## config.mk

```make
export PLATFORM = sky130hd
export DESIGN_NAME = chunked_body_length_checker_top_flat
export DESIGN_NICKNAME = d
export VERILOG_FILES = /design/src/cblc_pkg.sv /design/src/cblc_if.sv /design/src/chunked_body_length_checker_top.sv /design/src/flat_wrapper.sv
export SDC_FILE = /design/constraint.sdc
export NUM_CORES = 1
export LEC_CHECK = 0
export BUFFER_PORTS_ARGS = -buffer_cell sky130_fd_sc_hd__buf_4
export CORE_MARGIN = 2
export CORE_UTILIZATION = 55
export CTS_BUF_LIST = sky130_fd_sc_hd__clkbuf_4 sky130_fd_sc_hd__clkbuf_8
export CTS_CLUSTER_DIAMETER = 60
export CTS_CLUSTER_SIZE = 28
export DETAILED_ROUTE_END_ITERATION = 12
export PLACE_DENSITY = 0.84
export SETUP_SLACK_MARGIN = 0.15
export SLEW_MARGIN = 20
export SYNTH_ARGS = -nofsm -noshare
export SYNTH_HDL_FRONTEND = slang
export SYNTH_SLANG_ARGS = --single-unit
```

## constraint.sdc

```tcl
create_clock -name clk -period 8.7 [get_ports clk]
set_clock_uncertainty 0.15 [all_clocks]
set_input_delay 0.435 -clock clk [delete_from_list [all_inputs] [get_ports clk]]
set_output_delay 0.435 -clock clk [all_outputs]
set_load 0.01 [all_outputs]
```

## src/cblc_pkg.sv

```systemverilog
// ----------------------------------------------------------------------------
// cblc_pkg
// Shared types, constants and helpers of the chunked body length checker.
// ----------------------------------------------------------------------------
package cblc_pkg;

	localparam int COUNT_BITS = 32;
	localparam int TOTAL_W    = 32;
	localparam int CHUNK_W    = 32;
	localparam int REM_W      = CHUNK_W + 2;
	localparam int DIGIT_W    = 4;
	localparam int MAX_DIGITS = 8;

	localparam logic [TOTAL_W:0] TOTAL_CAP = (COUNT_BITS >= TOTAL_W) ?
		{1'b0, {TOTAL_W{1'b1}}} : (((TOTAL_W + 1)'(1)) << COUNT_BITS) - (TOTAL_W + 1)'(1);

	localparam logic [7:0] CR_BYTE = 8'h0D;

	typedef enum logic [1:0] {
		PH_SIZE = 2'd0,
		PH_DATA = 2'd1,
		PH_OVER = 2'd2,
		PH_DONE = 2'd3
	} phase_t;

	typedef enum logic [1:0] {
		ST_OK       = 2'd0,
		ST_EARLY    = 2'd1,
		ST_MISMATCH = 2'd2,
		ST_TOO_LONG = 2'd3
	} status_t;

	typedef struct packed {
		logic       hit;
		logic [3:0] value;
	} hex_t;

	function automatic hex_t hex_decode(input logic [7:0] c);
		hex_t r;
		r.hit   = 1'b1;
		r.value = 4'd0;
		if (c >= 8'h30 && c <= 8'h39) begin
			r.value = 4'(c - 8'h30);
		end else if (c >= 8'h41 && c <= 8'h46) begin
			r.value = 4'(c - 8'h37);
		end else if (c >= 8'h61 && c <= 8'h66) begin
			r.value = 4'(c - 8'h57);
		end else begin
			r.hit = 1'b0;
		end
		return r;
	endfunction

endpackage

```

## src/cblc_if.sv

```systemverilog
// ----------------------------------------------------------------------------
// cblc_in_if / cblc_out_if
// Valid/ready channels for body bytes in and length results out.
// ----------------------------------------------------------------------------
interface cblc_in_if;
	logic       valid;
	logic       ready;
	logic [7:0] body_byte;
	logic       end_of_body;

	modport source (output valid, output body_byte, output end_of_body, input ready);
	modport sink   (input valid, input body_byte, input end_of_body, output ready);
endinterface

interface cblc_out_if;
	logic                         valid;
	logic                         ready;
	logic [cblc_pkg::TOTAL_W-1:0] total_length;
	logic [1:0]                   status;

	modport source (output valid, output total_length, output status, input ready);
	modport sink   (input valid, input total_length, input status, output ready);
endinterface

```

## src/chunked_body_length_checker_top.sv

```systemverilog
// ----------------------------------------------------------------------------
// chunked_body_length_checker_top
// Parses chunk-size lines of a chunked body, checks data line lengths,
// and reports the saturating total of chunk sizes or an error code.
//
//   channel  dir  word                         per word
//   body     in   body_byte, end_of_body       one body byte
//   result   out  total_length, status         at most one per body byte
//
// One body byte is taken per cycle while body.ready is high; its result goes
// to the output register, or to a skid register behind it while the output
// register holds an unread result, so input stalls only while both are full.
// arst_n clears the parser state and empties both result registers.
// ----------------------------------------------------------------------------
module chunked_body_length_checker_top (
	input logic           clk,
	input logic           arst_n,
	cblc_in_if.sink       body,
	cblc_out_if.source    result
);

	cblc_pkg::phase_t                 phase_q, phase_n;
	logic [cblc_pkg::CHUNK_W-1:0]     chunk_q, chunk_n;
	logic [cblc_pkg::REM_W-1:0]       rem_q, rem_n;
	logic [cblc_pkg::TOTAL_W-1:0]     total_q, total_n;
	logic                             acr_q, acr_n;
	logic [cblc_pkg::DIGIT_W-1:0]     dig_q, dig_n;

	logic                             emit;
	cblc_pkg::status_t                status;
	logic                             add_en;
	logic [cblc_pkg::TOTAL_W:0]       sum;
	cblc_pkg::hex_t                   hex;
	logic                             accept;
	logic                             pop;

	logic                             out_v_q, skid_v_q;
	logic [cblc_pkg::TOTAL_W-1:0]     out_tot_q, skid_tot_q;
	cblc_pkg::status_t                out_st_q, skid_st_q;

	assign accept = body.valid && body.ready;
	assign pop    = out_v_q && result.ready;
	assign hex    = cblc_pkg::hex_decode(body.body_byte);

	always_comb begin
		phase_n = phase_q;
		chunk_n = chunk_q;
		rem_n   = rem_q;
		acr_n   = acr_q;
		dig_n   = dig_q;
		emit    = 1'b0;
		status  = cblc_pkg::ST_OK;
		add_en  = 1'b0;
		case (phase_q)
			cblc_pkg::PH_SIZE: begin
				if (acr_q) begin
					acr_n   = 1'b0;
					rem_n   = cblc_pkg::REM_W'(chunk_q) + cblc_pkg::REM_W'(2);
					phase_n = cblc_pkg::PH_DATA;
				end else if (body.body_byte == cblc_pkg::CR_BYTE) begin
					add_en = 1'b1;
					if (chunk_q == '0) begin
						emit    = 1'b1;
						status  = cblc_pkg::ST_OK;
						phase_n = cblc_pkg::PH_DONE;
					end else begin
						acr_n = 1'b1;
					end
				end else if (hex.hit) begin
					if (dig_q >= cblc_pkg::DIGIT_W'(cblc_pkg::MAX_DIGITS)) begin
						emit    = 1'b1;
						status  = cblc_pkg::ST_TOO_LONG;
						phase_n = cblc_pkg::PH_DONE;
					end else begin
						chunk_n = {chunk_q[cblc_pkg::CHUNK_W-5:0], hex.value};
						dig_n   = dig_q + cblc_pkg::DIGIT_W'(1);
					end
				end
			end
			cblc_pkg::PH_DATA, cblc_pkg::PH_OVER: begin
				if (rem_q == '0) begin
					phase_n = cblc_pkg::PH_OVER;
				end else begin
					rem_n = rem_q - cblc_pkg::REM_W'(1);
				end
				if (acr_q) begin
					acr_n = 1'b0;
					if (phase_n == cblc_pkg::PH_OVER) begin
						emit    = 1'b1;
						status  = cblc_pkg::ST_MISMATCH;
						phase_n = cblc_pkg::PH_DONE;
					end else if (rem_n == '0) begin
						phase_n = cblc_pkg::PH_SIZE;
						chunk_n = '0;
						dig_n   = '0;
					end
				end else if (body.body_byte == cblc_pkg::CR_BYTE) begin
					acr_n = 1'b1;
				end
			end
			default: begin
			end
		endcase

		if (body.end_of_body && phase_n != cblc_pkg::PH_DONE) begin
			emit   = 1'b1;
			status = cblc_pkg::ST_EARLY;
			if (phase_n == cblc_pkg::PH_SIZE) begin
				if (!acr_n) begin
					add_en = 1'b1;
				end
				status = (chunk_n == '0) ? cblc_pkg::ST_OK : cblc_pkg::ST_EARLY;
			end
		end

		sum = {1'b0, total_q} + (cblc_pkg::TOTAL_W + 1)'(chunk_n);
		if (sum > cblc_pkg::TOTAL_CAP) begin
			sum = cblc_pkg::TOTAL_CAP;
		end
		total_n = add_en ? sum[cblc_pkg::TOTAL_W-1:0] : total_q;
	end

	always_ff @(posedge clk or negedge arst_n) begin
		if (!arst_n) begin
			phase_q <= cblc_pkg::PH_SIZE;
			chunk_q <= '0;
			rem_q   <= '0;
			total_q <= '0;
			acr_q   <= 1'b0;
			dig_q   <= '0;
		end else if (accept) begin
			if (body.end_of_body) begin
				phase_q <= cblc_pkg::PH_SIZE;
				chunk_q <= '0;
				rem_q   <= '0;
				total_q <= '0;
				acr_q   <= 1'b0;
				dig_q   <= '0;
			end else begin
				phase_q <= phase_n;
				chunk_q <= chunk_n;
				rem_q   <= rem_n;
				total_q <= total_n;
				acr_q   <= acr_n;
				dig_q   <= dig_n;
			end
		end
	end

	// hold results in the output register, overflow into the skid register
	always_ff @(posedge clk or negedge arst_n) begin
		if (!arst_n) begin
			out_v_q  <= 1'b0;
			skid_v_q <= 1'b0;
		end else if (skid_v_q) begin
			if (pop) begin
				skid_v_q <= 1'b0;
			end
		end else if (accept && emit) begin
			if (out_v_q && !pop) begin
				skid_v_q <= 1'b1;
			end else begin
				out_v_q <= 1'b1;
			end
		end else if (pop) begin
			out_v_q <= 1'b0;
		end
	end

	always_ff @(posedge clk) begin
		if (skid_v_q) begin
			if (pop) begin
				out_tot_q <= skid_tot_q;
				out_st_q  <= skid_st_q;
			end
		end else if (accept && emit) begin
			if (out_v_q && !pop) begin
				skid_tot_q <= total_n;
				skid_st_q  <= status;
			end else begin
				out_tot_q <= total_n;
				out_st_q  <= status;
			end
		end
	end

	assign body.ready          = !skid_v_q;
	assign result.valid        = out_v_q;
	assign result.total_length = out_tot_q;
	assign result.status       = out_st_q;

	a_skid_behind_out: assert property (@(posedge clk) disable iff (!arst_n)
		skid_v_q |-> out_v_q)
		else $error("skid register full while output register empty");

	a_eob_restart: assert property (@(posedge clk) disable iff (!arst_n)
		(accept && body.end_of_body) |=> (phase_q == cblc_pkg::PH_SIZE && total_q == '0))
		else $error("end of body did not restart the parser");

	a_rem_idle: assert property (@(posedge clk) disable iff (!arst_n)
		(phase_q != cblc_pkg::PH_DATA) |-> (rem_q == '0))
		else $error("byte count left over outside data phase");

	a_total_cap: assert property (@(posedge clk) disable iff (!arst_n)
		({1'b0, total_q} <= cblc_pkg::TOTAL_CAP))
		else $error("running total above saturation limit");

endmodule

```

## src/flat_wrapper.sv

```systemverilog
// flat-port wrapper written by rule: the top's interface ports become plain ports
module chunked_body_length_checker_top_flat 
  (clk, arst_n, body_valid, body_body_byte, body_end_of_body, body_ready, result_valid, result_total_length, result_status, result_ready);
  cblc_in_if body_i ();
  cblc_out_if result_i ();
  input logic clk;
  input logic arst_n;
  input wire logic [$bits(body_i.valid)-1:0] body_valid;
  input wire logic [$bits(body_i.body_byte)-1:0] body_body_byte;
  input wire logic [$bits(body_i.end_of_body)-1:0] body_end_of_body;
  output wire logic [$bits(body_i.ready)-1:0] body_ready;
  output wire logic [$bits(result_i.valid)-1:0] result_valid;
  output wire logic [$bits(result_i.total_length)-1:0] result_total_length;
  output wire logic [$bits(result_i.status)-1:0] result_status;
  input wire logic [$bits(result_i.ready)-1:0] result_ready;
  assign body_i.valid = body_valid;
  assign body_i.body_byte = body_body_byte;
  assign body_i.end_of_body = body_end_of_body;
  assign body_ready = body_i.ready;
  assign result_valid = result_i.valid;
  assign result_total_length = result_i.total_length;
  assign result_status = result_i.status;
  assign result_i.ready = result_ready;
  chunked_body_length_checker_top u_core (.clk(clk), .arst_n(arst_n), .body(body_i), .result(result_i));
endmodule
```

==> summary.md <==
| Metric | Value |
|---|---|
| CP max stage cell | or4_1 |
| CTS Buffer Depth | 2 |
| Critical R2R Launch | u_core.rem_q[0] |
| CP Capture Type | register |
| Synth Flop Type | dfrtp_1 |
| Metal3 WL | 3.093 mm |
| Crit. Startpoint | u_core.rem_q[0] |
| Largest cells by area after synthesis | dfrtp_1, edfxtp_1, o21ai_0, nor2_1, ha_1 |
| Die Area | 23730 um2 |
| TritonCTS clock tree | yes |
| Max Used Layer | met4 |
| Drt wl/cell | 21.63 um |
| CP most frequent cell | buf_4 |
| First-pass GRT wire length | 60.22 mm |
| GR Overflow Total | 0 |
| Fmax | 126.7 MHz |
| Final Power | 4.191 mW |
| Initial Util | 56.38% |
| Data arrival, critical path | 7.97 ns |
| VDD IR-drop max | 199.0 uV |
| Clock sinks | 175 |
| Worst Tran Pin Value | 1.044 ns |
| Die Wd | 154.0 um |
| Final period util | 90.69% |
| Internal reg-to-reg setup slack | 0.81 ns |
| Hold Path Class | input port to register |
| Cells after synthesis | 1448 |
| 1st-pass router iterations | 6 |
| YS warnings | 0 |
| Post-Route M1 WL | 15.97 mm |
| Htree depth | 4 |
| Root buf cell | clkbuf_8 |
| Fin Hold WS | 0.06022 ns |
| Placeable core region | 21960 um2 |
| Worst setup path class | register to register |
| Async set-reset flop share out of synthesis | 61.14% |
| Initial antenna violation count | 0 |
| Share of layout cells above drive strength 1 | 11.23% |
| CTS Buf Count | 17 |
| Mean post-synth cell area | 8.550 um2 |
| Worst reg2reg path depth | 24 |
| Sequential fraction of the synthesis area | 38.12% |
| GP Congestion | 0.9811 |
| WL met2 | 16.80 mm |
| Largest area contributor in the netlist | dfrtp_1 |
| Worst skew pair latency | 0.51 ns |
| IO Port Bufs | 48 |
| Slew Limit Headroom | 30.34% |
| Crit-path cells | inv_1 > ha_1 > or3b_1 > or4_1 > nor4_4 > buf_4 > nor2_1 > nor4b_1 > nand4_1 > o41a_1 > buf_4 > o21bai_4 > a22o_1 > ha_1 > o21ai_0 > a31oi_1 > a22oi_1 > o211ai_1 > a31o_2 > o21ai_0 > o21ai_4 > buf_4 > nor3_1 > o31ai_1 |
| CP peak stage delay | 0.68 ns |
| Setup TNS | 0 ns |
| Max_cap viols | 0 |
| Post-DRT Antenna Nets | 0 |
| Final hold vios | 0 |
| Worst hold stages | 4 |
| Core Rows | 54 |
| CP Launch Type | register |
| Total GRT Usage | 31.61% |
| Status | complete, no violations |
| PD cells | 313.8 nW/um2 |
| Post-CTS setup buffers | 0 |
| Clock transition at path regs | 0.12 ns |
| Vias per inst | 6.793 |
| # diodes | 0 |
| Fin nets | 1485 |
| Post-place instance area | 12880 um2 |
| Leak pwr | 5.606 nW |
| Max-slew violation count | 0 |
| Worst Setup EP | u_core.result.total_length[3] |
| Final core utilization | 60.81% |
| # setup viols final | 0 |
| Vias in the first global route | 11060 |
| Drt first-iter violations | 1406 |
| Largest net degree at the start of global routing | 73 |
| Syn Nets | 1504 |
| Post-synth EDFFs | 68 |
| Final instance area | 13350 um2 |
| WP data required | 8.78 ns |
| DP Wirelength | 25.84 mm |
| Distinct cell type count of the synthesized netlist | 74 |
| Routed vias | 11700 |
| Area Overhead vs Synth | 7.863% |
| RSZ-0062 raised after global routing | no |
| Worst Path Max Fanout | 32 |
| Final wirelength | 37.25 mm |
| Mapped Area | 12380 um2 |
| Synth Register Bits | 175 |
| Top-area cell type share of the netlist area | 21.63% |
| Die Ht | 154.0 um |
| Tmin final | 7.890 ns |
| Ports | 49 |
| # DRC | 0 |
| Hold path startpoint | result_ready |
| R2r endpoint | u_core.result.total_length[3] |
-- cells by family (layout without fill, tap and decap cells) --
logic type	count (synthesis)	after routing	share of synthesized area [%]
adders and majority gates	43	43	4.406
xor gates and xnor gates	59	59	4.174
DFF	175	175	38.12
AOI/OAI and AO/OA	472	472	25.13
muxes	12	12	1.031
buffers and inverters	146	140	4.639
and+or+nand+nor	541	541	22.50
-- through the flow --
step	cells	worst slack, ns
after floorplan	1448	1.766
after global placement	1689	1.257
after detailed placement	1689	1.001
after CTS	1722	0.9845
after global routing	1722	0.3251
final	1722	0.8097
-- critical path, delay by kind of cell (launching register included) --
family          cells  cell delay [ns]
flops               1             0.49
simple gates        7             2.75
fa+ha+maj           2             0.55
compound gates     11             2.67
buf+inv             4             0.99
-- cell usage after synthesis (all sizes together) (6+ instances only) --
| cell | n |
|---|---|
| a2111oi | 7 |
| a211oi | 10 |
| a21o | 23 |
| a21oi | 93 |
| a22o | 39 |
| a22oi | 31 |
| a31oi | 13 |
| and3 | 19 |
| buf | 24 |
| clkbuf | 85 |
| dfrtp | 107 |
| edfxtp | 68 |
| ha | 42 |
| inv | 37 |
| mux2 | 6 |
| mux2i | 6 |
| nand2 | 138 |
| nand2b | 9 |
| nand3 | 36 |
| nand4 | 12 |
| nor2 | 152 |
| nor3 | 76 |
| nor3b | 7 |
| nor4 | 31 |
| o211ai | 10 |
| o21a | 8 |
| o21ai | 127 |
| o21bai | 10 |
| o22ai | 6 |
| o31a | 6 |
| o31ai | 49 |
| or2 | 7 |
| or3 | 8 |
| or4 | 12 |
| xnor2 | 37 |
| xor2 | 22 |
-- report_power, final --
part	internal [mW]	switching, mW
registers	1.06	0.103
logic	0.798	1.57
clock network	0.243	0.414
-- registers in the layout, indices dropped and copies added, names as in the netlist --
signal and count:
u_core.rem_q 34, u_core.chunk_q 32, u_core.result.total_length 32, u_core.skid_tot_q 32, u_core.total_q 32, u_core.dig_q 4, u_core.phase_q 2, u_core.result.status 2
u_core.skid_st_q 2, u_core.acr_q 1, u_core.result.valid 1, u_core.skid_v_q 1
-- per-layer routing --
layer  GRT usage (%)  vias up
li1                -     5371
met1           44.30     5610
met2           48.90      614
met3           5.524      103
met4           12.51        0
met5               0        -
-- cell type report --
type | instances | area, um2
clock buffers | 17 | 234.0
clock inverters | 15 | 229.0
fillers | 1848 | 8605
inverters | 37 | 138.9
multi-input cells | 1127 | 7146
flip-flops and latches | 175 | 4721
well taps | 280 | 350.3
repair buffers | 71 | 535.5
-- worst min-delay path by stage --
| stage | to | slack, ns |
|---|---|---|
| CTS | u_core.skid_v_q | 0.05 |
| finish | u_core.skid_v_q | 0.06 |
| global route | u_core.skid_v_q | 0.08 |
| detailed placement | u_core.result.total_length[16] | 0.36 |
| global placement | u_core.result.total_length[13] | 0.35 |
| floorplan | u_core.acr_q | -0.01 |
-- cells in the final DEF, fill, tap and decap left out, types with 10 or more instances in the layout --
| cell type | instances |
|---|---|
| dfrtp_1 | 106 |
| a31oi_1 | 13 |
| or4_1 | 11 |
| o31ai_1 | 49 |
| nor4_1 | 29 |
| buf_4 | 70 |
| a211oi_1 | 10 |
| a22o_1 | 39 |
| xor2_1 | 22 |
| nor3_2 | 30 |
| nand3_1 | 36 |
| nand2_1 | 138 |
| a21oi_1 | 93 |
| nor3_1 | 46 |
| inv_1 | 37 |
| nand4_1 | 12 |
| xnor2_1 | 37 |
| ha_1 | 42 |
| edfxtp_1 | 68 |
| and3_1 | 19 |
| o211ai_1 | 10 |
| nor2_1 | 152 |
| a21o_1 | 23 |
| o21ai_1 | 11 |
| clkbuf_8 | 17 |
| o21ai_0 | 114 |
| a22oi_1 | 30 |
-- what timing repair did --
| item | in CTS | in global routing |
|---|---|---|
| resized for setup | 0 | 0 |
| hold buffers | 1 | 0 |
| endpoints found under the hold margin | 47 | 0 |
| setup endpoints to repair | 0 | 0 |
Power figures use the tool's default switching activity.
